[src/gdfw_pkg.sv]
// Shared types and constants for the depth-first graph walk core.
// Depends on nothing; every other file imports it.
package gdfw_pkg;

    localparam int MAX_VERTICES = 16;
    localparam int MAX_DEGREE   = 8;

    localparam int VTX_W    = 4;                           // vertex number field
    localparam int CFG_W    = 5;                           // vertex_count register
    localparam int STATUS_W = 2;
    localparam int CNT_W    = $clog2(MAX_DEGREE + 1);      // list fill, 0..MAX_DEGREE
    localparam int TBL_DEPTH = MAX_VERTICES * MAX_DEGREE;
    localparam int TBL_AW   = $clog2(TBL_DEPTH);
    localparam int SP_W     = $clog2(MAX_VERTICES + 1);    // stack depth, 0..MAX_VERTICES
    localparam int STK_AW   = $clog2(MAX_VERTICES);

    localparam logic [CFG_W-1:0] VCOUNT_RESET = CFG_W'(16);

    typedef enum logic [STATUS_W-1:0] {
        ST_VISIT = 2'd0,
        ST_ADDED = 2'd1,
        ST_FULL  = 2'd2,
        ST_RANGE = 2'd3
    } t_status;

    typedef enum logic [2:0] {
        S_IDLE,
        S_DECODE,
        S_EDGE_B,
        S_EDGE_CHK,
        S_EDGE_WRB,
        S_WALK,
        S_CHECK
    } t_state;

    typedef enum logic [3:0] {
        OP_NONE,
        OP_LOAD,
        OP_EMIT_RANGE,
        OP_READ_CNT_A,
        OP_READ_CNT_B,
        OP_EMIT_FULL,
        OP_WRITE_A,
        OP_WRITE_B,
        OP_START,
        OP_POP,
        OP_FETCH,
        OP_VISIT,
        OP_FINISH
    } t_dp_op;

    typedef struct packed {
        logic out_free;      // output register can take a result this cycle
        logic mode;          // latched item mode
        logic out_of_range;  // latched vertex(es) at or above vertex_count
        logic list_full;     // edge would overflow a neighbor list
        logic stack_empty;
        logic top_rem_zero;  // top of stack has no untried neighbors
        logic nbr_visited;   // fetched neighbor already marked
    } t_dp_sts;

endpackage

[src/gdfw_ctrl.sv]
// Controller FSM for the depth-first walk core.
// Depends on gdfw_pkg; drives gdfw_dp through t_dp_op, reads t_dp_sts.
module gdfw_ctrl (
    input  logic              i_clk,
    input  logic              i_rst_n,
    input  logic              i_in_valid,
    output logic              o_in_ready,
    input  gdfw_pkg::t_dp_sts i_sts,
    output gdfw_pkg::t_dp_op  o_op
);
    import gdfw_pkg::*;

    t_state r_state;
    t_state n_state;

    always_ff @(posedge i_clk) begin
        if (!i_rst_n) begin
            r_state <= S_IDLE;
        end else begin
            r_state <= n_state;
        end
    end

    // next state
    always_comb begin
        n_state = r_state;
        unique case (r_state)
            S_IDLE: begin
                if (i_in_valid) n_state = S_DECODE;
            end
            S_DECODE: begin
                if (i_sts.out_of_range) begin
                    if (i_sts.out_free) n_state = S_IDLE;
                end else if (!i_sts.mode) begin
                    n_state = S_EDGE_B;
                end else begin
                    n_state = S_WALK;
                end
            end
            S_EDGE_B: begin
                n_state = S_EDGE_CHK;
            end
            S_EDGE_CHK: begin
                if (i_sts.list_full) begin
                    if (i_sts.out_free) n_state = S_IDLE;
                end else begin
                    n_state = S_EDGE_WRB;
                end
            end
            S_EDGE_WRB: begin
                if (i_sts.out_free) n_state = S_IDLE;
            end
            S_WALK: begin
                if (i_sts.stack_empty) begin
                    if (i_sts.out_free) n_state = S_IDLE;
                end else if (!i_sts.top_rem_zero) begin
                    n_state = S_CHECK;
                end
            end
            S_CHECK: begin
                if (i_sts.nbr_visited || i_sts.out_free) n_state = S_WALK;
            end
            default: n_state = S_IDLE;
        endcase
    end

    // datapath commands
    always_comb begin
        o_op = OP_NONE;
        unique case (r_state)
            S_IDLE: begin
                if (i_in_valid) o_op = OP_LOAD;
            end
            S_DECODE: begin
                if (i_sts.out_of_range) begin
                    if (i_sts.out_free) o_op = OP_EMIT_RANGE;
                end else if (!i_sts.mode) begin
                    o_op = OP_READ_CNT_A;
                end else begin
                    o_op = OP_START;
                end
            end
            S_EDGE_B: begin
                o_op = OP_READ_CNT_B;
            end
            S_EDGE_CHK: begin
                if (i_sts.list_full) begin
                    if (i_sts.out_free) o_op = OP_EMIT_FULL;
                end else begin
                    o_op = OP_WRITE_A;
                end
            end
            S_EDGE_WRB: begin
                if (i_sts.out_free) o_op = OP_WRITE_B;
            end
            S_WALK: begin
                if (i_sts.stack_empty) begin
                    if (i_sts.out_free) o_op = OP_FINISH;
                end else if (i_sts.top_rem_zero) begin
                    o_op = OP_POP;
                end else begin
                    o_op = OP_FETCH;
                end
            end
            S_CHECK: begin
                if (!i_sts.nbr_visited && i_sts.out_free) o_op = OP_VISIT;
            end
            default: o_op = OP_NONE;
        endcase
    end

    assign o_in_ready = (r_state == S_IDLE);

endmodule

[src/gdfw_dp.sv]
// Datapath of the depth-first walk core: neighbor lists, marks, walk stack,
// output register. Depends on gdfw_pkg; commanded by gdfw_ctrl.
module gdfw_dp (
    input  logic                          i_clk,
    input  logic                          i_rst_n,
    input  gdfw_pkg::t_dp_op              i_op,
    output gdfw_pkg::t_dp_sts             o_sts,
    input  logic                          i_cfg_we,
    input  logic [gdfw_pkg::CFG_W-1:0]    i_cfg_wdata,
    input  logic                          i_mode,
    input  logic [gdfw_pkg::VTX_W-1:0]    i_first_vertex,
    input  logic [gdfw_pkg::VTX_W-1:0]    i_second_vertex,
    input  logic                          i_out_ready,
    output logic                          o_out_valid,
    output logic [gdfw_pkg::STATUS_W-1:0] o_status,
    output logic [gdfw_pkg::VTX_W-1:0]    o_visited_vertex,
    output logic                          o_last
);
    import gdfw_pkg::*;

    // config and latched item
    logic [CFG_W-1:0]  r_vcount;
    logic              r_mode;
    logic [VTX_W-1:0]  r_va;
    logic [VTX_W-1:0]  r_vb;
    logic [CNT_W-1:0]  r_cnt_a;
    logic [CNT_W-1:0]  r_cnt_b;

    // graph state
    logic [CNT_W-1:0]        r_count [MAX_VERTICES];
    logic [MAX_VERTICES-1:0] r_visited;
    logic [VTX_W-1:0]        r_table [TBL_DEPTH];
    logic [VTX_W-1:0]        r_rd_data;

    // walk stack and pending (not yet emitted) vertex
    logic [VTX_W-1:0] r_stk_v   [MAX_VERTICES];
    logic [CNT_W-1:0] r_stk_rem [MAX_VERTICES];
    logic [SP_W-1:0]  r_depth;
    logic [VTX_W-1:0] r_pend;

    // output register
    logic                r_out_valid;
    logic [STATUS_W-1:0] r_out_status;
    logic [VTX_W-1:0]    r_out_vertex;
    logic                r_out_last;

    logic [VTX_W-1:0]  cnt_addr;
    logic [CNT_W-1:0]  cnt_rd;
    logic [SP_W-1:0]   top_pos;
    logic [STK_AW-1:0] top_idx;
    logic [STK_AW-1:0] push_idx;
    logic [VTX_W-1:0]  top_v;
    logic [CNT_W-1:0]  top_rem;
    logic [CNT_W-1:0]  top_rem_dec;
    logic [CNT_W:0]    need;
    logic              tbl_we;
    logic [TBL_AW-1:0] tbl_waddr;
    logic [VTX_W-1:0]  tbl_wdata;
    logic [TBL_AW-1:0] tbl_raddr;

    function automatic logic [TBL_AW-1:0] tbl_index(input logic [VTX_W-1:0] v,
                                                    input logic [CNT_W-1:0] slot);
        tbl_index = TBL_AW'(v) * TBL_AW'(MAX_DEGREE) + TBL_AW'(slot);
    endfunction

    // one count read port, address picked by the command
    always_comb begin
        case (i_op) inside
            OP_READ_CNT_B, OP_WRITE_B: cnt_addr = r_vb;
            OP_VISIT:                  cnt_addr = r_rd_data;
            default:                   cnt_addr = r_va;
        endcase
    end
    assign cnt_rd = r_count[cnt_addr];

    assign top_pos     = r_depth - SP_W'(1);
    assign top_idx     = top_pos[STK_AW-1:0];
    assign push_idx    = r_depth[STK_AW-1:0];
    assign top_v       = r_stk_v[top_idx];
    assign top_rem     = r_stk_rem[top_idx];
    assign top_rem_dec = top_rem - CNT_W'(1);

    assign need = (r_va == r_vb) ? (CNT_W+1)'(2) : (CNT_W+1)'(1);

    // table write: a-side entry, then b-side entry at the b count seen after it
    assign tbl_we    = (i_op == OP_WRITE_A) || (i_op == OP_WRITE_B);
    assign tbl_waddr = (i_op == OP_WRITE_A) ? tbl_index(r_va, r_cnt_a) : tbl_index(r_vb, cnt_rd);
    assign tbl_wdata = (i_op == OP_WRITE_A) ? r_vb : r_va;
    assign tbl_raddr = tbl_index(top_v, top_rem_dec);

    always_ff @(posedge i_clk) begin
        if (tbl_we) r_table[tbl_waddr] <= tbl_wdata;
        if (i_op == OP_FETCH) r_rd_data <= r_table[tbl_raddr];
    end

    // vertex numbers are below MAX_VERTICES, so comparing with the raw count
    // gives the same answer as with the count clamped to MAX_VERTICES
    assign o_sts.out_of_range = ({1'b0, r_va} >= r_vcount) ||
                                (!r_mode && ({1'b0, r_vb} >= r_vcount));
    assign o_sts.list_full    = (({1'b0, r_cnt_a} + need) > (CNT_W+1)'(MAX_DEGREE)) ||
                                (({1'b0, r_cnt_b} + need) > (CNT_W+1)'(MAX_DEGREE));
    assign o_sts.out_free     = !r_out_valid || i_out_ready;
    assign o_sts.mode         = r_mode;
    assign o_sts.stack_empty  = (r_depth == '0);
    assign o_sts.top_rem_zero = (top_rem == '0);
    assign o_sts.nbr_visited  = r_visited[r_rd_data];

    // item latch and list fill snapshots
    always_ff @(posedge i_clk) begin
        if (i_op == OP_LOAD) begin
            r_mode <= i_mode;
            r_va   <= i_first_vertex;
            r_vb   <= i_second_vertex;
        end
        if (i_op == OP_READ_CNT_A) r_cnt_a <= cnt_rd;
        if (i_op == OP_READ_CNT_B) r_cnt_b <= cnt_rd;
    end

    // config, list counts, marks, stack depth
    always_ff @(posedge i_clk) begin
        if (!i_rst_n) begin
            r_vcount  <= VCOUNT_RESET;
            r_visited <= '0;
            r_depth   <= '0;
            for (int i = 0; i < MAX_VERTICES; i++) r_count[i] <= '0;
        end else begin
            if (i_cfg_we) r_vcount <= i_cfg_wdata;
            case (i_op)
                OP_WRITE_A: r_count[r_va] <= r_cnt_a + CNT_W'(1);
                OP_WRITE_B: r_count[r_vb] <= cnt_rd + CNT_W'(1);
                OP_START: begin
                    r_visited[r_va] <= 1'b1;
                    r_depth         <= SP_W'(1);
                end
                OP_POP: r_depth <= top_pos;
                OP_VISIT: begin
                    r_visited[r_rd_data] <= 1'b1;
                    if (r_depth < SP_W'(MAX_VERTICES)) r_depth <= r_depth + SP_W'(1);
                end
                default: ;
            endcase
        end
    end

    // stack entries and pending vertex
    always_ff @(posedge i_clk) begin
        case (i_op)
            OP_START: begin
                r_stk_v[0]   <= r_va;
                r_stk_rem[0] <= cnt_rd;
                r_pend       <= r_va;
            end
            OP_FETCH: r_stk_rem[top_idx] <= top_rem_dec;
            OP_VISIT: begin
                if (r_depth < SP_W'(MAX_VERTICES)) begin
                    r_stk_v[push_idx]   <= r_rd_data;
                    r_stk_rem[push_idx] <= cnt_rd;
                end
                r_pend <= r_rd_data;
            end
            default: ;
        endcase
    end

    // output register
    always_ff @(posedge i_clk) begin
        if (!i_rst_n) begin
            r_out_valid <= 1'b0;
        end else begin
            case (i_op) inside
                OP_EMIT_RANGE, OP_EMIT_FULL, OP_WRITE_B, OP_VISIT, OP_FINISH:
                    r_out_valid <= 1'b1;
                default: if (i_out_ready) r_out_valid <= 1'b0;
            endcase
        end
    end

    always_ff @(posedge i_clk) begin
        case (i_op)
            OP_EMIT_RANGE: begin
                r_out_status <= ST_RANGE;
                r_out_vertex <= '0;
                r_out_last   <= 1'b1;
            end
            OP_EMIT_FULL: begin
                r_out_status <= ST_FULL;
                r_out_vertex <= '0;
                r_out_last   <= 1'b1;
            end
            OP_WRITE_B: begin
                r_out_status <= ST_ADDED;
                r_out_vertex <= '0;
                r_out_last   <= 1'b1;
            end
            OP_VISIT: begin
                r_out_status <= ST_VISIT;
                r_out_vertex <= r_pend;
                r_out_last   <= 1'b0;
            end
            OP_FINISH: begin
                r_out_status <= ST_VISIT;
                r_out_vertex <= r_pend;
                r_out_last   <= 1'b1;
            end
            default: ;
        endcase
    end

    assign o_out_valid      = r_out_valid;
    assign o_status         = r_out_status;
    assign o_visited_vertex = r_out_vertex;
    assign o_last           = r_out_last;

endmodule

[src/graph_depth_first_walk_core.sv]
// Top level of the depth-first graph walk core: controller plus datapath.
// Depends on gdfw_pkg, gdfw_ctrl, gdfw_dp.
//
// Input channel (i_in_valid/o_in_ready): one item is i_mode, i_first_vertex,
//   i_second_vertex. Mode 0 adds an undirected edge, mode 1 walks
//   depth-first from i_first_vertex. Items are taken one at a time.
// Output channel (o_out_valid/i_out_ready): an edge item gives one item
//   (added, list full, or out of range); a walk gives one item per visited
//   vertex in visiting order, o_last set on the final one.
// Config: i_cfg_we/i_cfg_wdata write vertex_count; write only when idle.
// Steps per item, from accept to the next accept, with no stalls:
//   out of range: accept, decode; edge rejected as full: accept, two count
//   reads, a check; edge added: one more step for the second table write on
//   the single port; walk: accept and start, then for each list entry
//   scanned a registered table read and a check, for each stack entry a
//   pop, plus the final emission.
// Reset: list counts, visited marks and stack depth clear; vertex_count
//   returns to 16. Marks persist between walks until the next reset.
// Stall: one output register; while it is held the controller waits at its
//   next emission, so nothing is lost or dropped.
module graph_depth_first_walk_core (
    input  logic                          i_clk,
    input  logic                          i_rst_n,
    input  logic                          i_cfg_we,
    input  logic [gdfw_pkg::CFG_W-1:0]    i_cfg_wdata,
    input  logic                          i_in_valid,
    output logic                          o_in_ready,
    input  logic                          i_mode,
    input  logic [gdfw_pkg::VTX_W-1:0]    i_first_vertex,
    input  logic [gdfw_pkg::VTX_W-1:0]    i_second_vertex,
    output logic                          o_out_valid,
    input  logic                          i_out_ready,
    output logic [gdfw_pkg::STATUS_W-1:0] o_status,
    output logic [gdfw_pkg::VTX_W-1:0]    o_visited_vertex,
    output logic                          o_last
);
    import gdfw_pkg::*;

    t_dp_op  dp_op;
    t_dp_sts dp_sts;

    // sequencing: accept, decode, edge steps, walk loop
    gdfw_ctrl u_ctrl (
        .i_clk      (i_clk),
        .i_rst_n    (i_rst_n),
        .i_in_valid (i_in_valid),
        .o_in_ready (o_in_ready),
        .i_sts      (dp_sts),
        .o_op       (dp_op)
    );

    // storage and result register
    gdfw_dp u_dp (
        .i_clk            (i_clk),
        .i_rst_n          (i_rst_n),
        .i_op             (dp_op),
        .o_sts            (dp_sts),
        .i_cfg_we         (i_cfg_we),
        .i_cfg_wdata      (i_cfg_wdata),
        .i_mode           (i_mode),
        .i_first_vertex   (i_first_vertex),
        .i_second_vertex  (i_second_vertex),
        .i_out_ready      (i_out_ready),
        .o_out_valid      (o_out_valid),
        .o_status         (o_status),
        .o_visited_vertex (o_visited_vertex),
        .o_last           (o_last)
    );

endmodule

[config.mk]
export PLATFORM = sky130hd
export DESIGN_NAME = graph_depth_first_walk_core
export DESIGN_NICKNAME = d
export VERILOG_FILES = /design/src/gdfw_pkg.sv /design/src/gdfw_ctrl.sv /design/src/gdfw_dp.sv /design/src/graph_depth_first_walk_core.sv
export SDC_FILE = /design/constraint.sdc
export NUM_CORES = 1
export LEC_CHECK = 0
export BUFFER_PORTS_ARGS = -buffer_cell sky130_fd_sc_hd__buf_4
export CAP_MARGIN = 30
export CORE_UTILIZATION = 47
export CTS_BUF_LIST = sky130_fd_sc_hd__clkbuf_4
export DETAILED_ROUTE_END_ITERATION = 8
export HOLD_SLACK_MARGIN = 0.15
export RECOVER_POWER = 25
export SYNTH_ARGS = -nofsm -noshare
export SYNTH_HDL_FRONTEND = slang
export SYNTH_HIERARCHICAL = 1
export SYNTH_SLANG_ARGS = --single-unit
[constraint.sdc]
create_clock -name i_clk -period 11.37 [get_ports i_clk]
set_input_delay 2.274 -clock i_clk [delete_from_list [all_inputs] [get_ports i_clk]]
set_output_delay 2.274 -clock i_clk [all_outputs]
set_load 0.03 [all_outputs]
# Word level (Yosys, flattened, before mapping)
# Memory sizes are Yosys's and may differ from the RTL's. A register that Yosys moved wholly into a read port is not among the register bits.
# Index checks and enable logic that the tools add are counted.
dict set report totals {
  out_inout_bits 9
  mem_bits_rw 704
  memories 4
  regBits 58
  input_bits 19
}
# name words word_bits read_ports rd_clocked_by_memory_dff write_ports line_no
set mem_list {}
lappend mem_list {u_dp.r_table 128 4 1 1 1 gdfw_dp.sv:32} ;# logic [VTX_W-1:0] r_table [TBL_DEPTH];
lappend mem_list {u_dp.r_count 16 4 1 0 16 gdfw_dp.sv:30} ;# logic [CNT_W-1:0] r_count [MAX_VERTICES];
lappend mem_list {u_dp.r_stk_rem 16 4 1 0 1 gdfw_dp.sv:37} ;# logic [CNT_W-1:0] r_stk_rem [MAX_VERTICES];
lappend mem_list {u_dp.r_stk_v 16 4 1 0 1 gdfw_dp.sv:36} ;# logic [VTX_W-1:0] r_stk_v [MAX_VERTICES];
dict set report classes {
  addsub 10
  muxes 72
  reduce_logical 33
  n_eq_ne 23
  n_lt_le_gt_ge 9
  bitwise 2
}
# cell count
set ops {}
lappend ops {{$mux 4} 18}
lappend ops {{$mux 3} 11}
lappend ops {{$or 16x16->16} 2}
lappend ops {{$pmux 16 s2} 1}
lappend ops {{$pmux 4 s7} 1}
lappend ops {{$mux 1} 27}
lappend ops {{$reduce_or 4->1} 6}
lappend ops {{$add 7x4->7} 3}
lappend ops {{$pmux 3 s7} 1}
lappend ops {{$eq 4x4->1 const B} 5}
lappend ops {{$eq 4x3->1 const B} 4}
lappend ops {{$pmux 4 s2} 2}
lappend ops {{$pmux 5 s3} 1}
lappend ops {{$add 4x5->5} 2}
lappend ops {{$ge 4x5->1} 2}
lappend ops {{$gt 5x4->1 const B} 2}
lappend ops {{$lt 4x5->1 const B} 2}
lappend ops {{$eq 3x3->1 const B} 3}
lappend ops {{$add 4x1->4 const B} 2}
lappend ops {{$demux 1 s4} 2}
lappend ops {{$eq 4x2->1 const B} 2}
lappend ops {{$ge 4x1->1 const B} 2}
lappend ops {{$pmux 2 s4} 1}
lappend ops {{$reduce_bool 2->1} 4}
lappend ops {{29 further kinds} 43}

# Longest topological paths before layout
# Gate-level depths: netlist of run 1.
dict set report logic_depth {
  word_depth 14
  ltp_mapped 34
  mapped_depth_nobuf 27
}

# Cells and area by module
# Netlist of run 1, hierarchy kept.
# module area_each_um2 cells_each seq_area_each_um2 instances
set by_module_without_submodules {}
lappend by_module_without_submodules {gdfw_dp 32672.6 2259 22641.7 1}
lappend by_module_without_submodules {gdfw_ctrl 435.4 62 60.1 1}

# Worst setup path before layout of run 1
# Ideal clock, no wire load.
dict set report synth_timing {
  path_type {register to register}
  from {register u_dp.r_depth[1]}
  to {memory u_dp.r_table[0][0], data pin}
  path_slack_ns 0.658
  path_stages_with_launch 18
  period_less_slack_ns 10.712
  t_arrival_ns 9.513
  setup_ns 1.198
  path_cell_list {dfxtp_1 > clkbuf_1 > clkbuf_1 > inv_1 > ha_1 > buf_2 > buf_4 > buf_1 > buf_1 > clkbuf_1 > mux4_2 > mux4_2 > nor3_1 > o221ai_1 > nand2_1 > nor2_1 > clkbuf_1 > o21ai_0}
}
# element line_no
set synth_rtl {}
lappend synth_rtl {{start, declared} gdfw_dp.sv:38} ;# logic [SP_W-1:0] r_depth;
lappend synth_rtl {{start signal, assigned} gdfw_dp.sv:135} ;# OP_POP: r_depth <= top_pos;
lappend synth_rtl {{start signal, assigned} gdfw_dp.sv:138} ;# if (r_depth < SP_W'(MAX_VERTICES)) r_depth <= r_depth + SP_W'(1);
lappend synth_rtl {{end, declared} gdfw_dp.sv:32}

==> results.txt, run 1 <==
Number of nets in the layout: 2486
Post-DP HPWL: 50.6 mm
Fin. max-slew vios: 546
Starting Density: 47.9%
Max-slew headroom: -229%
RSZ-0062 raised after global routing: false
Core Rows: 96
Compound-cell area share of the yosys netlist: 5.99%
First-pass iteration count of the detailed router: 6
Final setup viols: 0
Largest net degree at the start of global routing: 129
Tot GR Track Use: 23.5%
Placed insts: 3181
Routed WL: 82.6 mm
H-tree lvl count: 4
Gr ovfl total: 0
Main synth FF type: edfxtp_1
Post-CTS setup buffers: 0
Syn Nets: 2365
CP cell instances: inv_1, ha_1, mux4_2, mux2i_1, mux2i_4, inv_4, ha_1, inv_1, nor3_1, o221ai_1, clkbuf_1, nand2_1, nor2_1, clkbuf_1, mux2_1
Final hold vios: 0
Clock root cell: clkbuf_4
CTS Sinks: 766
Syn. warnings: 6
Setup TNS Final: 0 ns
Mux contribution to synthesized area: 11.1%
Required time of the worst setup path: 11.44 ns
Maximum fanout along the worst path: 128
Adder and majority gate portion of the synthesized area: 0.990%
Hold_buf cts: 0
Max Fclk: 100 MHz
Antenna violations before repair: 1
Skew final: 0.0818 ns
Residual DRC: 0
Die area: 0.0715 mm²
Post-synth top cells: edfxtp_1 (736), nand2_1 (315), nor2_1 (273)
Die Wd: 267 µm
Number of enable flip-flop cells after synthesis: 736
Worst Max-Slew Pin Slew: 4.93 ns
Post-synthesis cell count: 2321
Post-Synth Simple-Gate Area: 10.5%
Vias in the first global route: 20700
Post-route ant nets: 0
Ports: 28
Layout overhead on the synthesized area: 10.2%
Min-delay worst type: register to register
Vias per Instance: 5.84
First-pass GRT wire length: 124 mm
Part of the cycle the worst path needs: 87.5%
Yosys top cell by area: edfxtp_1
Register area share after synthesis: 68.6%
RD Place Congestion: 0.851
Worst skew pair latency: 1.03 ns
Tmin final: 9.95 ns
Syn Area/Cell: 14.3 µm²
Synth cell types: 77
Chip height: 267 µm
Area contributors post-synth: edfxtp_1 (67%), mux4_2 (5.9%), mux2i_1 (3.9%)
Ys async rst share: 0%
Worst-path clk slew: 0.07 ns
Clock buffer depth: 3
Max capacitance violation total: 7
Post-Synth XOR/XNOR Area: 0.469%
CP arrival: 10.03 ns
CTS resizes: 0
Largest family of logic cells by synthesized area: multiplexers
Core area: 0.0692 mm²
Proportion of layout cells with a drive suffix above 1: 18.4%
Most common cell in the netlist: edfxtp_1
Port Buffers: 27
Outcome: complete, but fails checks
TritonCTS Buffers: 189
CP max stage delay: 3.68 ns
TritonCTS clock tree: yes
Initial drt markers: 2174
Yosys top cell area share: 66.8%
Endpoint type of the worst setup path: register
Failing checks: max-capacitance violations, max-slew violations
Cell area after synthesis: 0.0331 mm²
Routed wire per std cell: 23.5 µm
Total number of vias: 20500
CP Launch Type: register
WS Path Type: register to register
Slowest stage cell, crit path: mux2_1
Final Non-Filler Cells: 3515
FF+latch count, synth: 766
## through the flow
| step | setup slack, ns | instance area (µm²) | hold slack, ns | util [%] |
|---|---|---|---|---|
| 2_1_floorplan | 0.658 | 33100 | 0.435 | - |
| 3_3_place_gp | 2.20 | 34200 | 0.448 | 49.4 |
| 3_5_place_dp | 2.00 | 34300 | 0.457 | 49.5 |
| 4_1_cts | 1.99 | 36600 | 0.472 | 52.9 |
| 5_1_grt | 0.605 | 36500 | 0.504 | 52.7 |
| 6_report | 1.42 | 36500 | 0.470 | 52.7 |
## logic make-up (layout without fill, tap and decap cells)
logic type      after synthesis  after routing
compound gates              293            293
xor+xnor                     16             16
fa+ha+maj                    25             25
buf+inv                     173            435
flops                       766            766
mux                         243            243
other cells                   0              1
simple gates                805            805
## per-layer routing
metal  part of all wire, %  GRT usage, %  routed length [µm]
met1                    43          33.3               35800
met5                     0             0                   0
met4                   2.4          8.71                1990
met3                   7.8          4.62                6400
met2                    47          36.2               38500
## worst max-delay path, delay by kind of cell, from the launching register on
family,cells,cell delay (ns)
multiplexers,4,4.51
AND/OR/NAND/NOR,3,0.90
flip-flops,1,0.73
AO/OA/AOI/OAI,1,0.21
adder cells (fa/ha/maj),2,1.17
buffers and inverters,5,1.35
## final cells by class
type                            count  area (µm²)
Inverter                           32         123
Timing Repair Buffer               71         489
Antenna cell                        1        2.50
Fill cell                        5893       32700
Clock buffer                      256        1920
Tap cell                          931        1160
Clock inverter                     76         442
Sequential cell                   766       22700
Multi-Input combinational cell   1382        9630
## path summary, 6_finish.rpt
path	from	end	slack, ns	cells past startpoint
hold / removal	u_dp/r_visited[6]	u_dp/r_visited[6]	0.47	2
setup / recovery	u_dp/r_depth[1]	u_dp/r_table[28][2]	1.42	15
hold reg to reg	u_dp/r_visited[6]	u_dp/r_visited[6]	0.47	2
setup reg to reg	u_dp/r_depth[1]	u_dp/r_table[28][2]	1.42	15
## cells in the final DEF (no fill, tap or decap), types with 22 or more instances in the layout
cell type | netlist | layout
clkbuf_4 | 0 | 265
nand3_1 | 77 | 77
mux2i_1 | 128 | 128
nand2_1 | 315 | 314
nor2_1 | 273 | 273
a21oi_1 | 73 | 73
nand2b_1 | 22 | 22
mux4_2 | 87 | 87
a221oi_1 | 41 | 41
nor3_1 | 28 | 28
dfxtp_1 | 30 | 29
inv_1 | 27 | 27
o21ai_0 | 50 | 51
a31oi_1 | 22 | 22
clkinv_1 | 2 | 45
ha_1 | 23 | 23
buf_4 | 14 | 44
edfxtp_1 | 736 | 736
## registers in the layout (all words and copies together), names as in the netlist
register	count
u_dp/r_mode	1
u_dp/r_count	64
u_dp/r_cnt_b	4
u_dp/r_visited	16
u_dp/r_stk_v	64
u_dp/r_stk_rem	64
u_dp/r_table	512
u_dp/o_out_valid	1
u_dp/o_visited_vertex	4
u_dp/r_cnt_a	4
u_dp/r_vb	4
u_ctrl/r_state	3
u_dp/r_rd_data	4
u_dp/r_va	4
u_dp/r_depth	5
u_dp/o_status	2
u_dp/o_last	1
u_dp/r_vcount	5
u_dp/r_pend	4
Power of run 1 is not shown: default switching activity piles up to over one toggle a cycle in this logic, so the estimate is an artifact.
==> run 2: changes to the inputs <==
- CELL_PAD_IN_SITES_DETAIL_PLACEMENT: unset -> 1
- CELL_PAD_IN_SITES_GLOBAL_PLACEMENT: unset -> 1
- PLACE_DENSITY_LB_ADDON: unset -> 0.1
==> run 2 against run 1 <==
Compared with the run above:
- the run still ends with max-capacitance violations, max-slew violations left
- largest cell class unchanged
- wire length increased by 6.9%
- count of clock-buffer cells in the layout increased by 34
- worst hold slack improved by 0.0044 ns
- non-clock buffer count unchanged
- die area unchanged
- utilization increased by 0.29 points
- flip-flop and latch count unchanged
- register-to-register slack improved by 0.17 ns
- first-iteration DRC count decreased by 37%
- via count about the same
- global-route usage increased by 2.0 points
- critical path type unchanged
==> results.txt, run 2 (synthesis results as in run 1) <==
Outcome: complete, but fails checks (unchanged)
Failing checks: max-capacitance violations, max-slew violations (unchanged)
Ports: 28 (unchanged)
Worst skew pair latency: 1.04 ns (was 1.03 ns)
Die area: 0.0715 mm² (unchanged)
CP arrival: 10.44 ns (was 10.03 ns)
RD Place Congestion: 0.798 (was 0.851)
Final setup viols: 0 (unchanged)
Worst Max-Slew Pin Slew: 4.91 ns (was 4.93 ns)
TritonCTS clock tree: yes (unchanged)
Tot GR Track Use: 25.5% (was 23.5%)
Required time of the worst setup path: 12.02 ns (was 11.44 ns)
CTS resizes: 0 (unchanged)
Vias per Instance: 5.82 (was 5.84)
Post-CTS setup buffers: 0 (unchanged)
Fin util: 53.0% (was 52.7%)
Part of the cycle the worst path needs: 86.0% (was 87.5%)
Max capacitance violation total: 5 (was 7)
Worst-path clk slew: 0.06 ns (was 0.07 ns)
Most frequent cells in the layout: edfxtp_1 (736), nand2_1 (314), clkbuf_4 (299) (was edfxtp_1 (736), nand2_1 (314), nor2_1 (273))
Initial drt markers: 1370 (was 2174)
Max Fclk: 102 MHz (was 100 MHz)
Clock buffer depth: 3 (unchanged)
Routed wire per std cell: 25.1 µm (was 23.5 µm)
Max-slew headroom: -228% (was -229%)
Min-delay worst type: register to register (unchanged)
RSZ-0062 raised after global routing: false (unchanged)
Layout overhead on the synthesized area: 10.8% (was 10.2%)
Fin. max-slew vios: 472 (was 546)
First-pass GRT wire length: 135 mm (was 124 mm)
Clock root cell: clkbuf_4 (unchanged)
Core Rows: 96 (unchanged)
Antenna violations before repair: 1 (unchanged)
Residual DRC: 0 (unchanged)
Routed WL: 88.3 mm (was 82.6 mm)
Multi-input logic area: 0.00964 mm² (was 0.00963 mm²)
Post-route ant nets: 0 (unchanged)
Die Wd: 267 µm (unchanged)
H-tree lvl count: 4 (unchanged)
Largest net degree at the start of global routing: 129 (unchanged)
Core area: 0.0692 mm² (unchanged)
Total number of vias: 20500 (about the same)
Commonest non-fill, non-tap cell in the layout: edfxtp_1 (unchanged)
WS Path Type: register to register (unchanged)
Post-DP HPWL: 53.7 mm (was 50.6 mm)
Setup TNS Final: 0 ns (unchanged)
Port Buffers: 27 (unchanged)
Endpoint type of the worst setup path: register (unchanged)
Vias in the first global route: 21900 (was 20700)
Final hold vios: 0 (unchanged)
CTS Sinks: 766 (unchanged)
Largest register FFs: 512 (unchanged)
First-pass iteration count of the detailed router: 5 (was 6)
Top reg by flops: u_dp/r_table (unchanged)
Maximum fanout along the worst path: 24 (was 128)
Chip height: 267 µm (unchanged)
Gr ovfl total: 0 (unchanged)
Starting Density: 47.9% (unchanged)
Reg area: 0.0227 mm² (about the same)
Hold_buf cts: 0 (unchanged)
Number of nets in the layout: 2494 (was 2486)
TritonCTS Buffers: 197 (was 189)
Skew final: 0.0672 ns (was 0.0818 ns)
Tmin final: 9.78 ns (was 9.95 ns)
CP Launch Type: register (unchanged)
Layout fillers: 6921 (was 5893)
Proportion of layout cells with a drive suffix above 1: 19.1% (was 18.4%)
-- run 2: per-stage QoR --
| step | setup WS (ns) | instances | area [µm²] | hold WS (ns) |
|---|---|---|---|---|
| final | 1.59 | 3526 | 36700 | 0.475 |
| after floorplan | 0.658 | 2321 | 33100 | 0.435 |
| after global routing | 0.940 | 3524 | 36700 | 0.505 |
| after CTS | 2.20 | 3521 | 36800 | 0.477 |
| after global placement | 2.60 | 3179 | 34200 | 0.445 |
| after detailed placement | 2.19 | 3180 | 34200 | 0.461 |
-- run 2: worst paths after layout --
kind	startpoint	to	slack (ns)	cells after the start
max	u_dp/r_depth[1]	u_dp/r_table[84][3]	1.59	27
min	u_dp/r_visited[8]	u_dp/r_visited[8]	0.47	2
max reg2reg	u_dp/r_depth[1]	u_dp/r_table[84][3]	1.59	27
min reg2reg	u_dp/r_visited[8]	u_dp/r_visited[8]	0.47	2
-- run 2: routing by layer --
layer / up-vias / wire [µm] / global-route usage, %
met1: 10600 / 38400 / 34.3
met4: 0 / 2340 / 9.79
met3: 144 / 4240 / 4.14
met5: - / 0 / 0
met2: 595 / 43400 / 41.7
li1: 9210 / - / -
-- run 2: layout make-up --
type                            count  share of cell area [%]
Sequential cell                   766                    61.9
Multi-Input combinational cell   1382                    26.3
Clock buffer                      290                    5.94
Tap cell                          931                    3.18
Timing Repair Buffer               71                    1.46
Clock inverter                     51                   0.890
Inverter                           32                   0.334
Antenna cell                        3                  0.0205
-- run 2: critical path, cell delays in order, from the launching register on --
cell	delay [ns]
dfxtp_1	0.75
inv_1	0.17
ha_1	0.34
buf_4	0.36
mux4_2	0.36
mux4_2	0.50
inv_1	0.07
ha_1	0.21
inv_1	0.16
nor3_1	0.52
nand3_1	0.24
nand2_1	0.13
a211o_1	0.10
buf_4	0.25
nand4b_1	0.71
mux2_1	0.60
mux2_2	0.44
mux4_2	0.26
nor2b_1	0.13
a211oi_1	0.07
a21oi_1	0.53
ha_1	0.29
nand3_1	0.10
xor2_1	0.19
mux2_2	0.30
nor2_1	0.66
nand2_1	0.49
nor2_1	0.45
Power of run 2 is left out for the same reason.
==> run 3: changes to the inputs <==
- clock period: 11.37 -> 9.37 ns (I/O delays scaled with it)
==> run 3 against run 2 <==
Compared with the run above:
- the run still ends with max-capacitance violations, max-slew violations left
- maximum frequency grew 11%
- critical path depth is 3 lower
- final cell count is 0.34% higher
- count of clock-buffer cells in the layout shrank 7
- flip-flop and latch count stayed put
- first-iteration DRC count decreased by 2.0%
- via count about the same
==> results.txt, run 3 (synthesis results as in run 1) <==
CP max stage delay: 0.87 ns (was 0.75 ns)
Multi-input logic area: 0.00965 mm² (was 0.00964 mm²)
CP arrival: 9.43 ns (was 10.44 ns)
Worst skew pair latency: 1.02 ns (was 1.04 ns)
RSZ-0062 raised after global routing: false (unchanged)
Max capacitance violation total: 6 (was 5)
Largest register FFs: 512 (unchanged)
Ports: 28 (unchanged)
H-tree lvl count: 4 (unchanged)
Setup TNS Final: 0 ns (unchanged)
Core area: 0.0692 mm² (unchanged)
Max-slew headroom: -35.7% (was -228%)
Die area: 0.0715 mm² (unchanged)
RD Place Congestion: 0.821 (was 0.798)
Failing checks: max-capacitance violations, max-slew violations (unchanged)
Hold_buf cts: 0 (unchanged)
Layout overhead on the synthesized area: 11.1% (was 10.8%)
CP cell instances: buf_4, inv_1, ha_1, clkbuf_1, mux2i_1, mux4_2, mux2i_1, nor3_1, o221ai_1, clkbuf_1, nand4b_4, mux2i_1, mux2_2, mux4_2, nor2b_1, a211oi_1, a21oi_1, ha_1, ha_1, xnor2_1, o21a_1, nor2_1, nand2_1, nor2_1
Clock buffer depth: 3 (unchanged)
Reg area: 0.0227 mm² (about the same)
Residual DRC: 0 (unchanged)
Core Rows: 96 (unchanged)
TritonCTS Buffers: 196 (was 197)
Final hold vios: 0 (unchanged)
TritonCTS clock tree: yes (unchanged)
Port Buffers: 27 (unchanged)
CTS resizes: 0 (unchanged)
Outcome: complete, but fails checks (unchanged)
CP Launch Type: register (unchanged)
Skew final: 0.0467 ns (was 0.0672 ns)
Worst-path clk slew: 0.06 ns (about the same)
Vias in the first global route: 22000 (was 21900)
Most frequent cells in the layout: edfxtp_1 (736), nand2_1 (314), clkbuf_4 (292) (was edfxtp_1 (736), nand2_1 (314), clkbuf_4 (299))
Area of placed instances: 0.0343 mm² (was 0.0342 mm²)
CTS Sinks: 766 (unchanged)
Total number of vias: 20500 (about the same)
Die Wd: 267 µm (unchanged)
Vias per Instance: 5.81 (was 5.82)
Final setup viols: 0 (unchanged)
First-pass iteration count of the detailed router: 5 (unchanged)
Proportion of layout cells with a drive suffix above 1: 19.6% (was 19.1%)
Top reg by flops: u_dp/r_table (unchanged)
First-pass GRT wire length: 135 mm (about the same)
Min-delay worst type: register to register (unchanged)
Max Fclk: 114 MHz (was 102 MHz)
Fin. max-slew vios: 210 (was 472)
Maximum fanout along the worst path: 18 (was 24)
Chip height: 267 µm (unchanged)
Initial drt markers: 1343 (was 1370)
Worst Max-Slew Pin Slew: 2.04 ns (was 4.91 ns)
Part of the cycle the worst path needs: 93.7% (was 86.0%)
Slowest stage cell, crit path: ha_1 (was dfxtp_1)
Post-CTS setup buffers: 0 (unchanged)
Layout fillers: 6915 (was 6921)
Routed wire per std cell: 25.2 µm (was 25.1 µm)
Number of nets in the layout: 2503 (was 2494)
Antenna violations before repair: 1 (unchanged)
Tmin final: 8.78 ns (was 9.78 ns)
Starting Density: 47.9% (unchanged)
WS Path Type: register to register (unchanged)
Clock root cell: clkbuf_4 (unchanged)
Commonest non-fill, non-tap cell in the layout: edfxtp_1 (unchanged)
Endpoint type of the worst setup path: register (unchanged)
Required time of the worst setup path: 10.03 ns (was 12.02 ns)
Routed WL: 89.2 mm (was 88.3 mm)
Post-route ant nets: 0 (unchanged)
Largest net degree at the start of global routing: 117 (was 129)
Gr ovfl total: 0 (unchanged)
Post-DP HPWL: 56.5 mm (was 53.7 mm)
Post-route cell area: 0.0368 mm² (was 0.0367 mm²)
Tot GR Track Use: 25.6% (was 25.5%)
[run 3: cell count changes in the layout (fill, tap and decap cells not counted), moves of 2 or more]
cell | previous run | this run
clkbuf_4 | 299 | 292
buf_4 | 44 | 50
clkinvlp_4 | 0 | 6
clkinv_2 | 8 | 12
buf_6 | 2 | 0
clkbuf_1 | 13 | 15
clkbuf_2 | 0 | 2
diode_2 | 3 | 1
[run 3: worst paths after layout]
| path | end | startpoint | cells after the start | slack, ns |
|---|---|---|---|---|
| max reg2reg | u_dp/r_table[35][1] | u_dp/r_depth[1] | 24 | 0.59 |
| min | u_dp/r_visited[1] | u_dp/r_visited[1] | 2 | 0.48 |
| max | u_dp/r_table[35][1] | u_dp/r_depth[1] | 24 | 0.59 |
| min reg2reg | u_dp/r_visited[1] | u_dp/r_visited[1] | 2 | 0.48 |
[run 3: through the flow]
step,hold slack (ns),instances,utilization (%),setup slack (ns)
2_1_floorplan,0.435,2321,-,0.857
3_3_place_gp,0.446,3186,49.5,0.916
3_5_place_dp,0.471,3191,49.6,0.615
4_1_cts,0.484,3536,53.3,0.555
5_1_grt,0.512,3538,53.2,0.0268
6_report,0.478,3538,53.2,0.593
[run 3: routing by layer]
layer	part of all wire, %	track usage (%)
met3	4.9	4.53
met1	43	33.3
met4	2.3	9.05
met2	50	43.2
met5	0	0
[run 3: worst max-delay path, delay by kind of cell, from the launching register on]
kind,cells,cell delay (ns)
mux,6,2.35
simple gates,6,1.92
fa+ha+maj,3,1.40
compound gates,4,1.18
buf+inv,4,1.10
flops,1,0.31
xor+xnor,1,0.13
[run 3: cell type report]
type | count | area share, %
clock inverter | 62 | 1.10
sequential | 766 | 61.7
tap | 931 | 3.17
antenna | 1 | 0.00680
multi-input combinational | 1382 | 26.2
inverter | 32 | 0.333
timing repair buffer | 81 | 1.64
clock buffer | 283 | 5.78
Power of run 3 is left out for the same reason.
